==> config.mk <==
export PLATFORM = sky130hd
export DESIGN_NAME = bitmap_id_allocator_core_flat
export DESIGN_NICKNAME = d
export VERILOG_FILES = /design/src/hw/rtl/bia_pkg.sv /design/src/hw/rtl/bia_channel_if.sv /design/src/hw/rtl/bia_bitmap_ram.sv /design/src/hw/rtl/bia_csr.sv /design/src/hw/rtl/bia_ctrl.sv /design/src/hw/rtl/bitmap_id_allocator_core.sv /design/src/flat_wrapper.sv
export SDC_FILE = /design/constraint.sdc
export NUM_CORES = 1
export LEC_CHECK = 0
export ABC_AREA = 1
export BUFFER_PORTS_ARGS = -buffer_cell sky130_fd_sc_hd__buf_2
export CORE_ASPECT_RATIO = 1.25
export CORE_MARGIN = 1.5
export CORE_UTILIZATION = 45
export DETAILED_ROUTE_END_ITERATION = 12
export PLACE_DENSITY_LB_ADDON = 0.1
export SLEW_MARGIN = 10
export SYNTH_ARGS = -nofsm -noshare
export SYNTH_HDL_FRONTEND = slang
export SYNTH_SLANG_ARGS = --single-unit
==> constraint.sdc <==
create_clock -name clock -period 5.7 [get_ports clock]
set_input_delay 1.71 -clock clock [delete_from_list [all_inputs] [get_ports clock]]
set_output_delay 1.71 -clock clock [all_outputs]
set_load 0.02 [all_outputs]
==> src/hw/rtl/bia_pkg.sv <==
// Types, constants and helper functions of the bitmap ID allocator.
`timescale 1ns / 1ps

package bia_pkg;

   localparam int MAX_IDS    = 256;
   localparam int WORD_BITS  = 32;
   localparam int WORD_COUNT = (MAX_IDS + WORD_BITS - 1) / WORD_BITS;
   localparam int WORD_IDX_W = $clog2(WORD_COUNT);
   localparam int BIT_IDX_W  = $clog2(WORD_BITS);
   localparam int ID_W       = $clog2(MAX_IDS);
   localparam int COUNT_W    = ID_W + 1;
   localparam int TARGET_W   = 9;

   // csr port: one 32-bit register per 4-byte slot
   localparam int CSR_ADDR_W = 3;
   localparam int CSR_DATA_W = 32;
   localparam int CSR_IDX_W  = CSR_ADDR_W - 2;
   localparam logic [CSR_IDX_W-1:0] CSR_IDX_ID_COUNT = CSR_IDX_W'(0);
   localparam logic [COUNT_W-1:0]   ID_COUNT_RESET   = COUNT_W'(MAX_IDS);

   typedef enum logic {
      CMD_ALLOC,
      CMD_FREE
   } bia_cmd_type;

   typedef enum logic [1:0] {
      ST_OK,
      ST_NOFREE,
      ST_INVALID
   } bia_status_type;

   typedef enum logic {
      S_IDLE,
      S_CHECK
   } bia_state_type;

   typedef struct packed {
      logic                  rd_en;
      logic [WORD_IDX_W-1:0] rd_addr;
      logic                  wr_en;
      logic [WORD_IDX_W-1:0] wr_addr;
      logic [WORD_BITS-1:0]  wr_data;
   } bia_ram_req_type;

   // lowest clear bit of a bitmap word (0 when the word is full)
   function automatic logic [BIT_IDX_W-1:0] first_zero(input logic [WORD_BITS-1:0] word);
      logic [BIT_IDX_W-1:0] pos;
      pos = '0;
      for (int i = WORD_BITS - 1; i >= 0; i--) begin
         if (!word[i]) pos = BIT_IDX_W'(i);
      end
      return pos;
   endfunction

endpackage

==> src/hw/rtl/bia_channel_if.sv <==
// Request and response channel interfaces of the bitmap ID allocator.
`timescale 1ns / 1ps

interface bia_req_if
   import bia_pkg::*;
();
   logic                valid;
   logic                ready;
   logic                cmd;
   logic [TARGET_W-1:0] free_target;

   modport source (output valid, cmd, free_target, input ready);
   modport sink   (input valid, cmd, free_target, output ready);
endinterface

interface bia_rsp_if
   import bia_pkg::*;
();
   logic               valid;
   logic               ready;
   logic [1:0]         status;
   logic [ID_W-1:0]    granted_id;
   logic [COUNT_W-1:0] used_count;
   logic               is_empty;

   modport source (output valid, status, granted_id, used_count, is_empty, input ready);
   modport sink   (input valid, status, granted_id, used_count, is_empty, output ready);
endinterface

==> src/hw/rtl/bia_bitmap_ram.sv <==
// Bitmap word memory with a registered read and per-word valid bits.
`timescale 1ns / 1ps

module bia_bitmap_ram
   import bia_pkg::*;
(
   input  logic                 clock,
   input  logic                 reset,
   input  bia_ram_req_type      ram_req,
   output logic [WORD_BITS-1:0] rd_data
);

   logic [WORD_BITS-1:0]  mem [WORD_COUNT];
   logic [WORD_BITS-1:0]  q_ff;
   logic                  q_valid_ff;
   logic [WORD_COUNT-1:0] valid_ff;
   logic [WORD_COUNT-1:0] valid_in;

   always_ff @(posedge clock) begin
      if (ram_req.wr_en) mem[ram_req.wr_addr] <= ram_req.wr_data;
      if (ram_req.rd_en) q_ff <= mem[ram_req.rd_addr];
   end

   // a word never written since reset reads as all free
   always_comb begin
      valid_in = valid_ff;
      if (ram_req.wr_en) valid_in[ram_req.wr_addr] = 1'b1;
   end

   always_ff @(posedge clock) begin
      if (reset) begin
         valid_ff   <= '0;
         q_valid_ff <= 1'b0;
      end else begin
         valid_ff <= valid_in;
         if (ram_req.rd_en) q_valid_ff <= valid_ff[ram_req.rd_addr];
      end
   end

   assign rd_data = q_valid_ff ? q_ff : '0;

endmodule

==> src/hw/rtl/bia_csr.sv <==
// APB register block holding the ID count and the derived ID limit.
`timescale 1ns / 1ps

module bia_csr
   import bia_pkg::*;
(
   input  logic                  clock,
   input  logic                  reset,
   input  logic                  psel,
   input  logic                  penable,
   input  logic                  pwrite,
   input  logic [CSR_ADDR_W-1:0] paddr,
   input  logic [CSR_DATA_W-1:0] pwdata,
   output logic [CSR_DATA_W-1:0] prdata,
   output logic                  pready,
   input  logic                  count_zero,
   output logic [COUNT_W-1:0]    id_limit
);

   logic [COUNT_W-1:0]   id_count_ff;
   logic [COUNT_W-1:0]   id_count_in;
   logic [CSR_IDX_W-1:0] reg_idx;
   logic                 wr_hit;

   assign pready  = 1'b1;
   assign reg_idx = paddr[CSR_ADDR_W-1:2];

   // writes are dropped while any ID is out, so every marked ID stays below the limit
   assign wr_hit = psel && penable && pwrite && pready
                   && (reg_idx == CSR_IDX_ID_COUNT) && count_zero;

   assign id_count_in = wr_hit ? pwdata[COUNT_W-1:0] : id_count_ff;

   always_ff @(posedge clock) begin
      if (reset) begin
         id_count_ff <= ID_COUNT_RESET;
      end else begin
         id_count_ff <= id_count_in;
      end
   end

   always_comb begin
      unique case (reg_idx)
         CSR_IDX_ID_COUNT: prdata = CSR_DATA_W'(id_count_ff);
         default:          prdata = '0;
      endcase
   end

   assign id_limit = (id_count_ff > COUNT_W'(MAX_IDS)) ? COUNT_W'(MAX_IDS) : id_count_ff;

endmodule

==> src/hw/rtl/bia_ctrl.sv <==
// Sequencer: reads, scans and writes back bitmap words, keeps the in-use count.
`timescale 1ns / 1ps

module bia_ctrl
   import bia_pkg::*;
(
   input  logic                 clock,
   input  logic                 reset,
   bia_req_if.sink              req,
   bia_rsp_if.source            rsp,
   input  logic [COUNT_W-1:0]   id_limit,
   output logic                 count_zero,
   output bia_ram_req_type      ram_req,
   input  logic [WORD_BITS-1:0] rd_data
);

   bia_state_type         state_ff, state_in;
   bia_cmd_type           cmd_ff, cmd_in;
   logic [ID_W-1:0]       target_ff, target_in;
   logic                  pre_fail_ff, pre_fail_in;
   bia_status_type        pre_status_ff, pre_status_in;
   logic [WORD_IDX_W-1:0] word_idx_ff, word_idx_in;
   logic [COUNT_W-1:0]    count_ff, count_in;
   logic                  rsp_valid_ff, rsp_valid_in;
   bia_status_type        rsp_status_ff, rsp_status_in;
   logic [ID_W-1:0]       rsp_id_ff, rsp_id_in;

   logic                  accept;
   logic                  rsp_free;
   logic [BIT_IDX_W-1:0]  bit_sel;
   logic [WORD_BITS-1:0]  bit_mask;

   assign req.ready  = (state_ff == S_IDLE);
   assign accept     = req.valid && req.ready;
   assign rsp_free   = !rsp_valid_ff || rsp.ready;
   assign count_zero = (count_ff == '0);

   assign bit_sel  = (cmd_ff == CMD_ALLOC) ? first_zero(rd_data) : target_ff[BIT_IDX_W-1:0];
   assign bit_mask = WORD_BITS'(1) << bit_sel;

   always_comb begin
      state_in      = state_ff;
      cmd_in        = cmd_ff;
      target_in     = target_ff;
      pre_fail_in   = pre_fail_ff;
      pre_status_in = pre_status_ff;
      word_idx_in   = word_idx_ff;
      count_in      = count_ff;
      rsp_valid_in  = rsp_valid_ff && !rsp.ready;
      rsp_status_in = rsp_status_ff;
      rsp_id_in     = rsp_id_ff;
      ram_req       = '0;

      unique case (state_ff)
         S_IDLE: begin
            if (accept) begin
               cmd_in    = bia_cmd_type'(req.cmd);
               target_in = req.free_target[ID_W-1:0];
               if (req.cmd == CMD_FREE) begin
                  word_idx_in   = req.free_target[ID_W-1:BIT_IDX_W];
                  pre_fail_in   = (req.free_target >= TARGET_W'(id_limit));
                  pre_status_in = ST_INVALID;
               end else begin
                  word_idx_in   = '0;
                  pre_fail_in   = (count_ff >= id_limit);
                  pre_status_in = ST_NOFREE;
               end
               ram_req.rd_en   = 1'b1;
               ram_req.rd_addr = word_idx_in;
               state_in        = S_CHECK;
            end
         end

         S_CHECK: begin
            if (pre_fail_ff) begin
               if (rsp_free) begin
                  rsp_valid_in  = 1'b1;
                  rsp_status_in = pre_status_ff;
                  rsp_id_in     = '0;
                  state_in      = S_IDLE;
               end
            end else if (cmd_ff == CMD_ALLOC && (&rd_data)
                         && word_idx_ff != WORD_IDX_W'(WORD_COUNT - 1)) begin
               // full word: fetch the next one, data is back next cycle
               word_idx_in     = word_idx_ff + WORD_IDX_W'(1);
               ram_req.rd_en   = 1'b1;
               ram_req.rd_addr = word_idx_in;
            end else if ((cmd_ff == CMD_ALLOC && (&rd_data))
                         || (cmd_ff == CMD_FREE && (rd_data & bit_mask) == '0)) begin
               if (rsp_free) begin
                  rsp_valid_in  = 1'b1;
                  rsp_status_in = (cmd_ff == CMD_ALLOC) ? ST_NOFREE : ST_INVALID;
                  rsp_id_in     = '0;
                  state_in      = S_IDLE;
               end
            end else if (rsp_free) begin
               ram_req.wr_en   = 1'b1;
               ram_req.wr_addr = word_idx_ff;
               rsp_valid_in    = 1'b1;
               rsp_status_in   = ST_OK;
               state_in        = S_IDLE;
               if (cmd_ff == CMD_ALLOC) begin
                  ram_req.wr_data = rd_data | bit_mask;
                  count_in        = count_ff + COUNT_W'(1);
                  rsp_id_in       = {word_idx_ff, bit_sel};
               end else begin
                  ram_req.wr_data = rd_data & ~bit_mask;
                  count_in        = count_ff - COUNT_W'(1);
                  rsp_id_in       = '0;
               end
            end
         end

         default: state_in = S_IDLE;
      endcase
   end

   always_ff @(posedge clock) begin
      if (reset) begin
         state_ff     <= S_IDLE;
         count_ff     <= '0;
         rsp_valid_ff <= 1'b0;
      end else begin
         state_ff     <= state_in;
         count_ff     <= count_in;
         rsp_valid_ff <= rsp_valid_in;
      end
   end

   always_ff @(posedge clock) begin
      cmd_ff        <= cmd_in;
      target_ff     <= target_in;
      pre_fail_ff   <= pre_fail_in;
      pre_status_ff <= pre_status_in;
      word_idx_ff   <= word_idx_in;
      rsp_status_ff <= rsp_status_in;
      rsp_id_ff     <= rsp_id_in;
   end

   // count only moves when a word is loaded into the output register
   assign rsp.valid      = rsp_valid_ff;
   assign rsp.status     = rsp_status_ff;
   assign rsp.granted_id = rsp_id_ff;
   assign rsp.used_count = count_ff;
   assign rsp.is_empty   = count_zero;

endmodule

==> src/hw/rtl/bitmap_id_allocator_core.sv <==
// Top level of the bitmap ID allocator: register block, sequencer and bitmap memory.
//
// Request channel (req): one word per operation, cmd 0 allocates the lowest free
//   ID below the configured limit, cmd 1 frees free_target. Accepted when
//   req.valid and req.ready are both high.
// Response channel (rsp): one word per request, in order: status, granted_id,
//   used_count (after the operation) and is_empty.
// CSR port (APB style): id_count at byte address 0. A write is dropped while
//   any ID is allocated. Values above 256 act as 256.
// Sequence: the first bitmap word is read in the cycle the request is taken.
//   Each following cycle checks one 32-bit word; a free or a rejected request
//   is decided on the first word, an allocate scans one word per cycle until
//   it finds a clear bit. Only one request is in flight at a time; the scan
//   runs over the bitmap memory's single read port.
// Stall: the response sits in an output register; the next request is taken
//   while it waits, and a finished operation holds in the check stage until
//   the register is free.
// Reset: synchronous, active high. All IDs become free at once (per-word valid
//   bits), the count clears and id_count returns to 256. No clearing pass.
`timescale 1ns / 1ps

module bitmap_id_allocator_core
   import bia_pkg::*;
(
   input  logic                  clock,
   input  logic                  reset,
   bia_req_if.sink               req,
   bia_rsp_if.source             rsp,
   input  logic                  csr_psel,
   input  logic                  csr_penable,
   input  logic                  csr_pwrite,
   input  logic [CSR_ADDR_W-1:0] csr_paddr,
   input  logic [CSR_DATA_W-1:0] csr_pwdata,
   output logic [CSR_DATA_W-1:0] csr_prdata,
   output logic                  csr_pready
);

   logic [COUNT_W-1:0]   id_limit;
   logic                 count_zero;
   bia_ram_req_type      ram_req;
   logic [WORD_BITS-1:0] rd_data;

   // id_count register and saturated limit
   bia_csr u_csr (
      .clock      (clock),
      .reset      (reset),
      .psel       (csr_psel),
      .penable    (csr_penable),
      .pwrite     (csr_pwrite),
      .paddr      (csr_paddr),
      .pwdata     (csr_pwdata),
      .prdata     (csr_prdata),
      .pready     (csr_pready),
      .count_zero (count_zero),
      .id_limit   (id_limit)
   );

   // read / scan / write-back sequencer; owns the in-use count and output register
   bia_ctrl u_ctrl (
      .clock      (clock),
      .reset      (reset),
      .req        (req),
      .rsp        (rsp),
      .id_limit   (id_limit),
      .count_zero (count_zero),
      .ram_req    (ram_req),
      .rd_data    (rd_data)
   );

   // eight 32-bit bitmap words, one read port and one write port
   bia_bitmap_ram u_ram (
      .clock   (clock),
      .reset   (reset),
      .ram_req (ram_req),
      .rd_data (rd_data)
   );

endmodule

==> src/flat_wrapper.sv <==
// flat-port wrapper written by rule: the top's interface ports become plain ports
module bitmap_id_allocator_core_flat import bia_pkg::*;
  (clock, reset, csr_psel, csr_penable, csr_pwrite, csr_paddr, csr_pwdata, csr_prdata, csr_pready, req_valid, req_cmd, req_free_target, req_ready, rsp_valid, rsp_status, rsp_granted_id, rsp_used_count, rsp_is_empty, rsp_ready);
  bia_req_if req_i ();
  bia_rsp_if rsp_i ();
  input  logic clock;
  input  logic reset;
  input  logic csr_psel;
  input  logic csr_penable;
  input  logic csr_pwrite;
  input  logic [CSR_ADDR_W-1:0] csr_paddr;
  input  logic [CSR_DATA_W-1:0] csr_pwdata;
  output logic [CSR_DATA_W-1:0] csr_prdata;
  output logic csr_pready;
  input wire logic [$bits(req_i.valid)-1:0] req_valid;
  input wire logic [$bits(req_i.cmd)-1:0] req_cmd;
  input wire logic [$bits(req_i.free_target)-1:0] req_free_target;
  output wire logic [$bits(req_i.ready)-1:0] req_ready;
  output wire logic [$bits(rsp_i.valid)-1:0] rsp_valid;
  output wire logic [$bits(rsp_i.status)-1:0] rsp_status;
  output wire logic [$bits(rsp_i.granted_id)-1:0] rsp_granted_id;
  output wire logic [$bits(rsp_i.used_count)-1:0] rsp_used_count;
  output wire logic [$bits(rsp_i.is_empty)-1:0] rsp_is_empty;
  input wire logic [$bits(rsp_i.ready)-1:0] rsp_ready;
  assign req_i.valid = req_valid;
  assign req_i.cmd = req_cmd;
  assign req_i.free_target = req_free_target;
  assign req_ready = req_i.ready;
  assign rsp_valid = rsp_i.valid;
  assign rsp_status = rsp_i.status;
  assign rsp_granted_id = rsp_i.granted_id;
  assign rsp_used_count = rsp_i.used_count;
  assign rsp_is_empty = rsp_i.is_empty;
  assign rsp_i.ready = rsp_ready;
  bitmap_id_allocator_core u_core (.clock(clock), .reset(reset), .req(req_i), .rsp(rsp_i), .csr_psel(csr_psel), .csr_penable(csr_penable), .csr_pwrite(csr_pwrite), .csr_paddr(csr_paddr), .csr_pwdata(csr_pwdata), .csr_prdata(csr_prdata), .csr_pready(csr_pready));
endmodule
==> After elaboration in Yosys (flattened, before gate mapping) <==
Memory sizes are Yosys's and may differ from the RTL's. A register that Yosys moved wholly into a read port is not among the register bits.
Cells that the tools add are included.
{ "totals": {"regBits": 51, "ramBits": 256, "wordCells": 144, "mem_count": 1} }
{ "classes": {"addsub": 3, "n_lt_le_gt_ge": 6, "n_eq_ne": 5, "shift": 1, "muxes": 81, "bitwise": 11, "n_reduce_logical": 23} }
{ "memory_table": {"columns": ["memory", "depth", "width", "read_ports", "rd_ports_with_merged_regs", "write_ports", "line", "rtl"], "rows": [
  ["u_core.u_ram.mem", 8, 32, 1, 1, 1, "bia_bitmap_ram.sv:13", "logic [WORD_BITS-1:0] mem [WORD_COUNT];"]
]} }
{ "op_table": {"columns": ["operator", "count"], "rows": [
  ["5-bit two-way mux", 33],
  ["36-bit two-way mux", 4],
  ["32-bit bitwise AND", 2],
  ["32-bit two-way mux", 2],
  ["8-bit two-way mux", 6],
  ["40-bit two-way mux", 1],
  ["32-bit logical NOT", 1],
  ["32-bit NOT", 1],
  ["32-bit OR", 1],
  ["32-bit AND reduction", 1],
  ["1-bit by 5-bit left shift with 32-bit output, first input constant", 1],
  ["9-bit two-way mux", 3],
  ["9-bit greater-or-equal comparator", 2],
  ["2-bit two-way mux", 8],
  ["1-bit two-way mux", 13],
  ["3-bit two-way mux", 4],
  ["1-bit logical AND", 10],
  ["9-bit by 1-bit adder with 9-bit output, second input constant", 1],
  ["9-bit greater-than comparator, second input constant", 1],
  ["9-bit logical NOT", 1],
  ["3-bit AND reduction", 3],
  ["9-bit by 1-bit subtractor with 9-bit output, second input constant", 1],
  ["3-bit by 4-bit < comparator with 1-bit output, second input constant", 2],
  ["4-bit two-way mux", 2],
  ["other kinds (17)", 26]
]} }

==> Longest topological paths before layout <==
Gate-level depths: netlist (run 1).
{ "logic_depth": {"word_depth": 48, "mapped_depth": 46, "ltp_nobuf": 45} }

==> By module <==
A second synthesis (run 1) with hierarchy kept.
{ "hier_totals": {"hier_cells": 1590, "area_unflattened_um2": 15936.5} }
{ "modules_own_cells": {"columns": ["mod", "instances", "cells_per_inst", "area_each_um2", "seq_area_each_um2"], "rows": [
  ["bia_bitmap_ram", 1, 897, 11579.9, 8828.5],
  ["bia_ctrl", 1, 573, 3621.0, 850.8],
  ["bia_csr", 1, 120, 735.7, 180.2]
]} }

==> Worst setup path after synthesis (run 1) <==
No wires, ideal clock.
{ "synth_path": {"path_type": "register -> register", "from": "register u_core.u_ram.q_ff[31] (read register of u_core.u_ram.mem)", "to": "memory u_core.u_ram.mem[3][0], enable pin", "setup_ns": 0.387, "t_arrival_ns": 3.610, "required_time_ns": 5.313, "path_slack_ns": 1.703, "stages_incl_launch_ff": 47, "path_cell_list": "edfxtp_1 > inv_1 > nand2_1 > nand2_1 > nand2_1 > nand2_1 > nand2_1 > nand2_1 > nand2_1 > nand2_1 > nand2_1 > nand2_1 > nand2_1 > nand2_1 > nand2_1 > nand2_1 > nand2_1 > nand2_1 > [... 11 more ...] > nand2_1 > nand2_1 > nand2_1 > nand2_2 > nand2_4 > nand3_2 > nor2_2 > nand3_1 > nand2_1 > nor2_1 > nand2_1 > nor2_1 > nand3_2 > nand3_2 > buf_6 > nor2_2 > nand3_1 > inv_1"} }
{ "synth_via": {"elab_chain_len": 45} }
{ "synth_rtl": {"columns": ["item", "line", "rtl"], "rows": [
  ["from (decl)", "bia_bitmap_ram.sv:14", "logic [WORD_BITS-1:0] q_ff;"],
  ["32-bit two-way mux (*)", "bia_bitmap_ram.sv:40", "assign rd_data = q_valid_ff ? q_ff : '0;"],
  ["5-bit two-way mux (32 in a row)", "bia_pkg.sv:51", "if (!word[i]) pos = BIT_IDX_W'(i);"],
  ["5-bit two-way mux", "bia_ctrl.sv:38", "assign bit_sel = (cmd_ff == CMD_ALLOC) ? first_zero(rd_data) : target_ff[BIT_IDX_W-1:0];"],
  ["1-bit by 5-bit left shift with 32-bit output", "bia_ctrl.sv:39", "assign bit_mask = WORD_BITS'(1) << bit_sel;"],
  ["32-bit bitwise AND", "bia_ctrl.sv:89", "|| (cmd_ff == CMD_FREE && (rd_data & bit_mask) == '0)) begin"],
  ["32-bit logical NOT", "bia_ctrl.sv:89", null],
  ["1-bit logical AND", "bia_ctrl.sv:89", null],
  ["1-bit logical OR", "bia_ctrl.sv:89", null],
  ["36-bit two-way mux", "bia_ctrl.sv:88", "end else if ((cmd_ff == CMD_ALLOC && (&rd_data))"],
  ["36-bit two-way mux (*)", "bia_ctrl.sv:82", "end else if (cmd_ff == CMD_ALLOC && (&rd_data)"],
  ["40-bit two-way mux (*)", "bia_ctrl.sv:75", "if (pre_fail_ff) begin"],
  ["36-bit two-way mux (*)", "bia_ctrl.sv:54", "unique case (state_ff)"],
  ["1-bit two-way mux", "bia_bitmap_ram.sv:20", "if (ram_req.wr_en) mem[ram_req.wr_addr] <= ram_req.wr_data;"],
  ["1-bit two-way mux (not written as such)", "bia_bitmap_ram.sv:20", null],
  ["to (decl)", "bia_bitmap_ram.sv:13", null]
]} }
Every way passes the cells marked *; elsewhere a longest branch is shown, timed or not.

==> Worst setup path after layout (run 1) <==
{ "layout_path": {"from": "register u_core.u_ram.q_ff[31] (read register of u_core.u_ram.mem)", "to": "register u_core.u_ctrl.rsp_id_ff[1], in the netlist u_core.u_ctrl.rsp.granted_id[1], enable pin"} }
{ "layout_via": {"elab_chain_len": 41} }
{ "layout_rtl": {"columns": ["item", "line", "rtl"], "rows": [
  ["32-bit two-way mux (*)", "bia_bitmap_ram.sv:40", null],
  ["5-bit two-way mux (33 in a row)", null, null],
  ["1-bit by 5-bit left shift with 32-bit output", null, null],
  ["32-bit bitwise AND", null, null],
  ["32-bit logical NOT", null, null],
  ["1-bit logical AND", null, null],
  ["1-bit logical OR", null, null],
  ["3-bit nonzero test (no line)", null, null],
  ["3-bit AND reduction (no line) (*)", null, null],
  ["to (signal assigned)", "bia_ctrl.sv:137", "rsp_id_ff <= rsp_id_in;"],
  ["to (decl)", "bia_ctrl.sv:26", "logic [ID_W-1:0] rsp_id_ff, rsp_id_in;"]
]} }
Marked as above.
A chain may end at the register's enable or synchronous reset.

==> results of run 1 <==
==> through the flow <==
step	instances	utilization	power, W	hold slack [ps]
after floorplan	1486	-	0.00318	427
after global placement	1904	0.482	0.00332	435
after detailed placement	1904	0.482	0.00332	438
after CTS	1965	0.515	0.00554	447
after global routing	1965	0.515	0.00569	461
final	1965	0.515	0.00549	446
==> power groups by stage <==
| stage | clock network, W | registers [W] | logic (W) |
|---|---|---|---|
| 3_5_place_dp | 0 | 0.00285 | 0.000468 |
| 5_1_grt | 0.00236 | 0.00281 | 0.000520 |
| 4_1_cts | 0.00227 | 0.00280 | 0.000469 |
| 2_1_floorplan | 0 | 0.00285 | 0.000327 |
| 3_3_place_gp | 0 | 0.00285 | 0.000463 |
| 6_report | 0.00222 | 0.00280 | 0.000465 |
==> synthesized netlist by cell type, types with 2 or more instances <==
| master | number |
|---|---|
| o31ai_1 | 5 |
| a21boi_0 | 2 |
| nor3_1 | 7 |
| conb_1 | 2 |
| a21oi_1 | 64 |
| nor2_2 | 10 |
| a221oi_1 | 3 |
| inv_1 | 90 |
| nand4_1 | 8 |
| a311oi_1 | 2 |
| o211ai_1 | 2 |
| nor4_1 | 3 |
| nor2_1 | 305 |
| nand3b_1 | 5 |
| dfxtp_1 | 29 |
| xor2_1 | 5 |
| buf_2 | 4 |
| o21ai_0 | 162 |
| xnor2_1 | 2 |
| nand2_1 | 143 |
| a31oi_1 | 33 |
| nand3_1 | 65 |
| ha_1 | 27 |
| nand3_2 | 5 |
| clkbuf_1 | 65 |
| buf_4 | 29 |
| nor2_4 | 3 |
| buf_6 | 2 |
| a311oi_2 | 10 |
| clkinv_1 | 3 |
| edfxtp_1 | 309 |
| o22ai_1 | 34 |
| a211oi_2 | 14 |
==> layout make-up <==
type	instances	area (µm²)	share of cell area
clock inverters	19	179	0.0103
flip-flops and latches	338	9860	0.567
clock buffers	42	923	0.0531
multi-input cells	954	4910	0.282
inverters	94	355	0.0204
well taps	423	529	0.0304
repair buffers	95	633	0.0364
==> final timing paths <==
path,startpoint,endpoint,cells past startpoint
setup / recovery,u_core.u_ram.q_ff[31],u_core.u_ctrl.rsp.granted_id[1],44
hold / removal,u_core.u_ram.valid_ff[2],u_core.u_ram.valid_ff[2],2
setup reg to reg,u_core.u_ram.q_ff[31],u_core.u_ctrl.rsp.granted_id[1],44
hold reg to reg,u_core.u_ram.valid_ff[2],u_core.u_ram.valid_ff[2],2
==> kinds of logic after synthesis <==
family | Yosys count | synth area share
XOR/XNOR | 7 | 0.00395
AND/OR/NAND/NOR | 558 | 0.150
AO/OA/AOI/OAI | 336 | 0.131
buffers and inverters | 194 | 0.0553
flip-flops | 338 | 0.636
other | 2 | 0.000484
multiplexers | 1 | 0.000726
adder cells (fa/ha/maj) | 28 | 0.0231
==> metal layers <==
metal | global-route usage | vias to the layer above | wire length (µm)
li1 | - | 5243 | -
met1 | 0.285 | 5079 | 16500
met2 | 0.371 | 253 | 18600
met3 | 0.0265 | 57 | 1550
met4 | 0.0708 | 0 | 903
met5 | 0 | - | 0
==> critical path, delay by kind of cell (launching register included) <==
family	cells	cell delay [ps]
AND/OR/NAND/NOR	40	2970
buffers and inverters	3	370
AO/OA/AOI/OAI	1	930
flip-flops	1	400
==> registers in the layout, indices dropped and copies added (netlist names) <==
signal	cells
u_core.u_ctrl.rsp.used_count	9
u_core.u_ctrl.rsp.status	2
u_core.u_ctrl.word_idx_ff	3
u_core.u_ctrl.rsp.granted_id	8
u_core.u_ctrl.state_ff	1
u_core.u_ram.mem	256
u_core.u_csr.id_count_ff	9
u_core.u_ram.q_valid_ff	1
u_core.u_ctrl.pre_fail_ff	1
u_core.u_ctrl.rsp.valid	1
u_core.u_ctrl.target_ff	5
u_core.u_ram.q_ff	32
u_core.u_ctrl.pre_status_ff	1
u_core.u_ram.valid_ff	8
u_core.u_ctrl.cmd_ff	1
==> results.md, run 1 <==
Power and ir drop:
- Of the total power, combinational logic draws 0.085.
- Summed over all cells, the static leakage comes to 6.55 nW.
- Power spread over the standard cell area amounts to 315 mW/mm².
- The net load switching power is 0.00130 W.
- Of the total power, the share spent switching nets is 0.237.
- Of the total power, the clock network draws 0.404.
- VDD sags by at most 0.000226 V.
- The sequential fraction of design power is 0.511.
- Cell internal power was estimated by the tool at 0.00419 W.

Floorplan:
- The number of rows created at floorplan is 75.
- The core region is 0.0338 mm².
- The floorplan die area is 0.0356 mm².
- The I/O pin count is 107.
- From left edge to right edge, the die measures 169 µm.
- The die height is 211 µm.
- The initial utilization of the core area, before any placement, comes to 0.459.

Global routing:
- The number of global-route vias before repair is 10,206.
- Across every metal layer, demand over resource in global routing totals 0.216.
- Global routing finished with a remaining overflow of 0.
- The first global-routing pass estimated 58.0 mm of wire.
- Entering global routing, the biggest net connects 70 pins.
- The number of antenna violations at the first check in global routing is 0.

Final layout:
- The fraction of final layout cells with drive strength greater than 1 is 0.127.
- Relative to the synthesized area, the layout overhead comes to 12.1%.
- The repair_antennas step left the layout with diodes totalling 0.
- The library cell used most frequently in the layout, excluding fill and tap cells, is edfxtp_1.
- In the final design database the tool counted 1,598 nets.
- The finished layout cell area is 0.0174 mm².
- The top cell types in the final layout, fill and taps aside, are edfxtp_1, nor2_1, o21ai_0, nand2_1, inv_1.
- The number of inserted filler cells in the final layout is 3,059.

Clock network:
- The maximum clock insertion buffer count is 3.
- The tree built by TritonCTS fans out to 338 sinks.
- The later-pin clock latency in the skew report is 530 ps.
- The tree is rooted in a clkbuf_16.
- After clock tree synthesis, the clock-pin slew on the worst setup and hold paths is 60 ps.
- The H-tree generated during clock tree synthesis spans 2 levels.
- TritonCTS built the clock tree.
- The number of buffers created by CTS is 35.
- Post-CTS repair changed the size of 0 cells.
- Buffers added to address setup during post-CTS repair amount to 0.
- Buffers inserted to repair hold after CTS numbered 0.

Drt:
- The per-cell routed wire length is 19.1 µm.
- The first detailed-routing pass took 5 iterations.
- The remaining antenna violation count after routing is 0.
- The via count of the routed design is 10,632.
- The number of design rule violations left after detail routing is 0.
- The DRC violation total after the first TritonRoute iteration is 819.
- Using the TritonRoute via totals, the vias-per-cell ratio works out to 5.41.
- The post-detailed-routing wire length is 37.5 mm.

Timing:
- The number of failing hold endpoints at the final stage came to 0.
- The worst path meets setup with 647 ps of slack.
- Counting I/O delays and the setup requirement, the final critical path takes 5050 ps.
- In the finished design, the share of the clock period the worst path needs comes to 0.887.
- The worst clock skew is 20.0 ps.
- The normalized max-slew margin is 0.197.
- Setup total negative slack on the finished layout was measured at 0 ps.
- The transition time at the pin with the least slew margin is 1190 ps.
- The achievable clock frequency is 0.198 GHz.
- Setup violations remaining at the end of the flow were counted as 0.
- Setup repair after global routing left no endpoint under its margin.
- The number of pins exceeding their max-slew limit in the final report is 0.

Worst setup path:
- The startpoint type of the worst setup path is a flip-flop.
- The most used cell along the critical path is nand2_1.
- For this design, the slowest cell found on the critical path is o21ai_0.
- Data on the critical path arrives at its endpoint at 5190 ps.
- At the worst endpoint, the required time is 5830 ps.
- The worst setup path is captured at a flip-flop.
- The top fanout value on the critical path is 15.
- The setup path with the least slack is of type reg -> reg.
- In this design, the stage delay of the slowest critical-path cell is 930 ps.
- The setup slack of the worst register-to-register path is 650 ps.

Synth:
- Synthesis handed over a netlist of 1,464 instances.
- The fraction of the yosys area taken by sequential cells is 0.636.
- The combined area of all synthesized cells is 0.0155 mm².
- The count of flip-flops with a built-in enable after synthesis is 309.
- The number of distinct library cells after synthesis is 45.
- The portion of synthesized cell area occupied by the leading cell type is 0.598.
- The average cell area after synthesis is 10.6 µm².
- Yosys printed 0 warnings.
- Yosys attributes the largest share of cell area to edfxtp_1, nor2_1, o21ai_0, dfxtp_1, nand2_1.
- The cell type with the largest total area after synthesis is edfxtp_1.
- After synthesis, the share of flip-flops with an asynchronous set or reset is 0.
- The most used flip-flop cell after synthesis is edfxtp_1.
- The number of storage elements in the synthesis netlist is 338.

Flow run:
- The count of maximum capacitance violations is 0.

Place:
- Buffers placed on the I/O ports in this run total 57.
- The placed wire-length estimate after detailed placement is 23.7 mm.
- The placed instance area is 0.0163 mm².
- The weighted congestion at the end of routability-driven global placement is 0.940.
- The worst slack at placement is 689 ps.

Run status:
- The run finished with clean final reports.

Min path:
- The classification of the worst-slack hold path is reg -> reg.
Note: power is estimated with default switching activity, not from simulation.
==> inputs of run 2 (changes only) <==
Settings changed: CORE_MARGIN 1.5 to unset.
==> results.md, run 2 (synthesis results as in run 1) <==
Min path:
- The classification of the worst-slack hold path is reg -> reg (unchanged).
- The critical hold path startpoint is u_core.u_ram.valid_ff[7] (was u_core.u_ram.valid_ff[2]).

Worst setup path:
- The startpoint type of the worst setup path is a flip-flop (unchanged).
- The required time of the critical path is 5900 ps (was 5830 ps).
- The data arrival time at the worst-slack endpoint came to 5310 ps (was 5190 ps).
- The buffer and inverter count on the worst path is 2 (was 3).
- The endpoint class of the critical path is a flip-flop (unchanged).
- The top fanout value on the critical path came to 23 (was 15).
- The path type of the worst setup path is reg -> reg (unchanged).
- The highest cell delay on the worst timing path is 380 ps (was 930 ps).
- The most used cell along the critical path is nand2_1 (unchanged).
- The largest delay contributor family on the critical path is simple AND/OR/NAND/NOR gates (unchanged).
- The launching instance or port of the critical path is u_core.u_ram.q_ff[30] (was u_core.u_ram.q_ff[31]).
- The standard cell with the maximum stage delay on the critical path is edfxtp_1 (was o21ai_0).
- The worst reg2reg path startpoint is u_core.u_ram.q_ff[30] (was u_core.u_ram.q_ff[31]).

Floorplan:
- The die width is 168 µm (was 169 µm).
- The floorplan die area was 0.0352 mm² (was 0.0356 mm²).
- The initial core utilization is 0.459 (unchanged).
- The core outline area came to 0.0338 mm² (unchanged).
- The die height is 210 µm (was 211 µm).
- The I/O pin count is 107 (unchanged).
- The number of rows created at floorplan is 75 (unchanged).

Clock network:
- The master cell of the clock root buffer was clkbuf_16 (unchanged).
- The number of post-CTS setup repair buffers is 0 (unchanged).
- The later-pin clock latency in the skew report is 520 ps (was 530 ps).
- The clock tree from TritonCTS is done (unchanged).
- The register clock-pin slew on the reported worst setup and hold paths is 60 ps (about the same).
- The number of buffers created by CTS was 35 (unchanged).
- The CTS sink count is 338 (unchanged).
- The maximum clock insertion buffer count was 3 (unchanged).
- The number of H-tree levels is 2 (unchanged).

Final layout:
- The number of diodes added for antenna fixing came to 0 (unchanged).
- The final net count is 1,593 (was 1,598).
- The footprint of the multi-input gates is 0.00492 mm² (was 0.00491 mm²).
- The most common cell after layout, fill and taps aside was edfxtp_1 (unchanged).
- The number of inserted filler cells in the final layout is 3,042 (was 3,059).
- The combined flip-flop and latch cell area is 0.00986 mm² (unchanged).
- The finished layout cell area was 0.0174 mm² (about the same).
- Regs by FF count: u_core.u_ram.mem: 256 flops, u_core.u_ram.q_ff: 32 flops (unchanged).
- The fraction of final layout cells with drive strength greater than 1 is 0.124 (was 0.127).
- Commonest cells after routing, fill and taps aside: edfxtp_1, nor2_1, o21ai_0, nand2_1, inv_1 (unchanged).
- The largest register by flop count is u_core.u_ram.mem (unchanged).
- The flip-flop count of the largest register, all copies and words added came to 256 (unchanged).
- The area overhead of the layout relative to synthesis was 12.2% (was 12.1%).

Global routing:
- The pin count of the biggest net entering global routing was 131 (was 70).
- The number of global-route vias before repair is 10,196 (was 10,206).
- The wire length of the first global-routing pass is 58.3 mm (was 58.0 mm).
- The number of antenna violations at the first check in global routing came to 0 (unchanged).
- The combined global-route utilization of all metal layers is 0.220 (was 0.216).
- The remaining global-route overflow was 0 (unchanged).

Place:
- The placed instance area is 0.0163 mm² (about the same).
- The weighted congestion at the end of routability-driven global placement was 0.971 (was 0.940).
- The placed wire-length estimate after detailed placement was 23.2 mm (was 23.7 mm).
- The number of buffer cells added on primary ports was 57 (unchanged).

Timing:
- The setup TNS after final layout is 0 ps (unchanged).
- The number of failing hold endpoints at the final stage was 0 (unchanged).
- The worst clock skew came to 14.2 ps (was 20.0 ps).
- The number of pins exceeding their max-slew limit in the final report is 0 (unchanged).
- The post-route clock period utilization is 0.896 (was 0.887).
- The achievable clock frequency was 0.196 GHz (was 0.198 GHz).
- Setup repair after global routing missed its margin: no (unchanged).
- The total of endpoints with negative setup slack in the final report is 0 (unchanged).
- The transition time at the pin with the least slew margin is 1060 ps (was 1190 ps).
- The normalized max-slew margin came to 0.295 (was 0.197).
- The clock period minus worst slack is 5100 ps (was 5050 ps).

Drt:
- The per-cell routed wire length is 19.4 µm (was 19.1 µm).
- The remaining antenna violation count after routing is 0 (unchanged).
- The number of design rule violations left after detail routing is 0 (unchanged).
- The via count of the routed design is 10,719 (was 10,632).
- The post-detailed-routing wire length was 38.0 mm (was 37.5 mm).
- The number of detailed-route iterations in the first pass was 5 (unchanged).
- The via density per instance is 5.47 (was 5.41).
- The DRC violation total after the first TritonRoute iteration is 792 (was 819).

Run status:
- Run status: finished, final reports clean (unchanged).

Power and ir drop:
- The maximum vdd drop came to 0.000256 V (was 0.000226 V).
- The areal power density over the cells is 314 mW/mm² (was 315 mW/mm²).
- The static power due to leakage is 6.53 nW (was 6.55 nW).

Flow run:
- The count of maximum capacitance violations is 0 (unchanged).
run 2: changes by cell type in the layout (fill, tap and decap cells not counted), sizes merged:
cell,change
clkinvlp,-1
buf,-5
bufinv,-1
inv,-1
clkinv,-9
clkbuf,+10
run 2: power by group:
part	switching, W	total [W]	internal (W)
clock network	0.000894	0.00219	0.00129
logic	0.000336	0.000470	0.000135
registers	0.0000410	0.00280	0.00276
total	0.00127	0.00546	0.00419
run 2: per-stage QoR:
stage / worst slack, ps / util / total power (W) / cells / hold WS, ps
after floorplan: 1700 / - / 0.00318 / 1486 / 427
after global placement: 565 / 0.483 / 0.00332 / 1899 / 437
after detailed placement: 541 / 0.483 / 0.00333 / 1899 / 442
after CTS: 508 / 0.515 / 0.00551 / 1958 / 451
after global routing: 29.4 / 0.515 / 0.00565 / 1958 / 482
final: 596 / 0.515 / 0.00546 / 1958 / 452
run 2: per-layer routing:
layer | global-route usage | vias up | part of all wire
met2 | 0.379 | 262 | 0.49
met4 | 0.0812 | 0 | 0.030
met1 | 0.284 | 5170 | 0.44
met3 | 0.0268 | 61 | 0.040
met5 | 0 | - | 0
li1 | - | 5226 | -
run 2: final timing paths:
path,endpoint,slack (ps),cells past startpoint
worst max-delay path,u_core.u_ram.mem[2][2],600,44
worst min register to register,u_core.u_ram.valid_ff[7],450,2
worst min-delay path,u_core.u_ram.valid_ff[7],450,2
worst max register to register,u_core.u_ram.mem[2][2],600,44
run 2: worst reg2reg max path, delay by kind of cell (launching register included):
| family | cells | cell delay [ps] |
|---|---|---|
| DFF | 1 | 380 |
| buffers and inverters | 2 | 580 |
| and+or+nand+nor | 42 | 3800 |
run 2: what timing repair did:
item                                    CTS  global route
resized for setup                         0             2
hold buffers                              0             0
endpoints found under the setup margin    0            24
run 2: area by class of cell:
class                   instances  area share
repair buffers                 90      0.0378
clock buffers                  52      0.0570
multi-input cells             954       0.283
well taps                     423      0.0304
flip-flops and latches        338       0.566
inverters                      94      0.0206
clock inverters                 7     0.00496
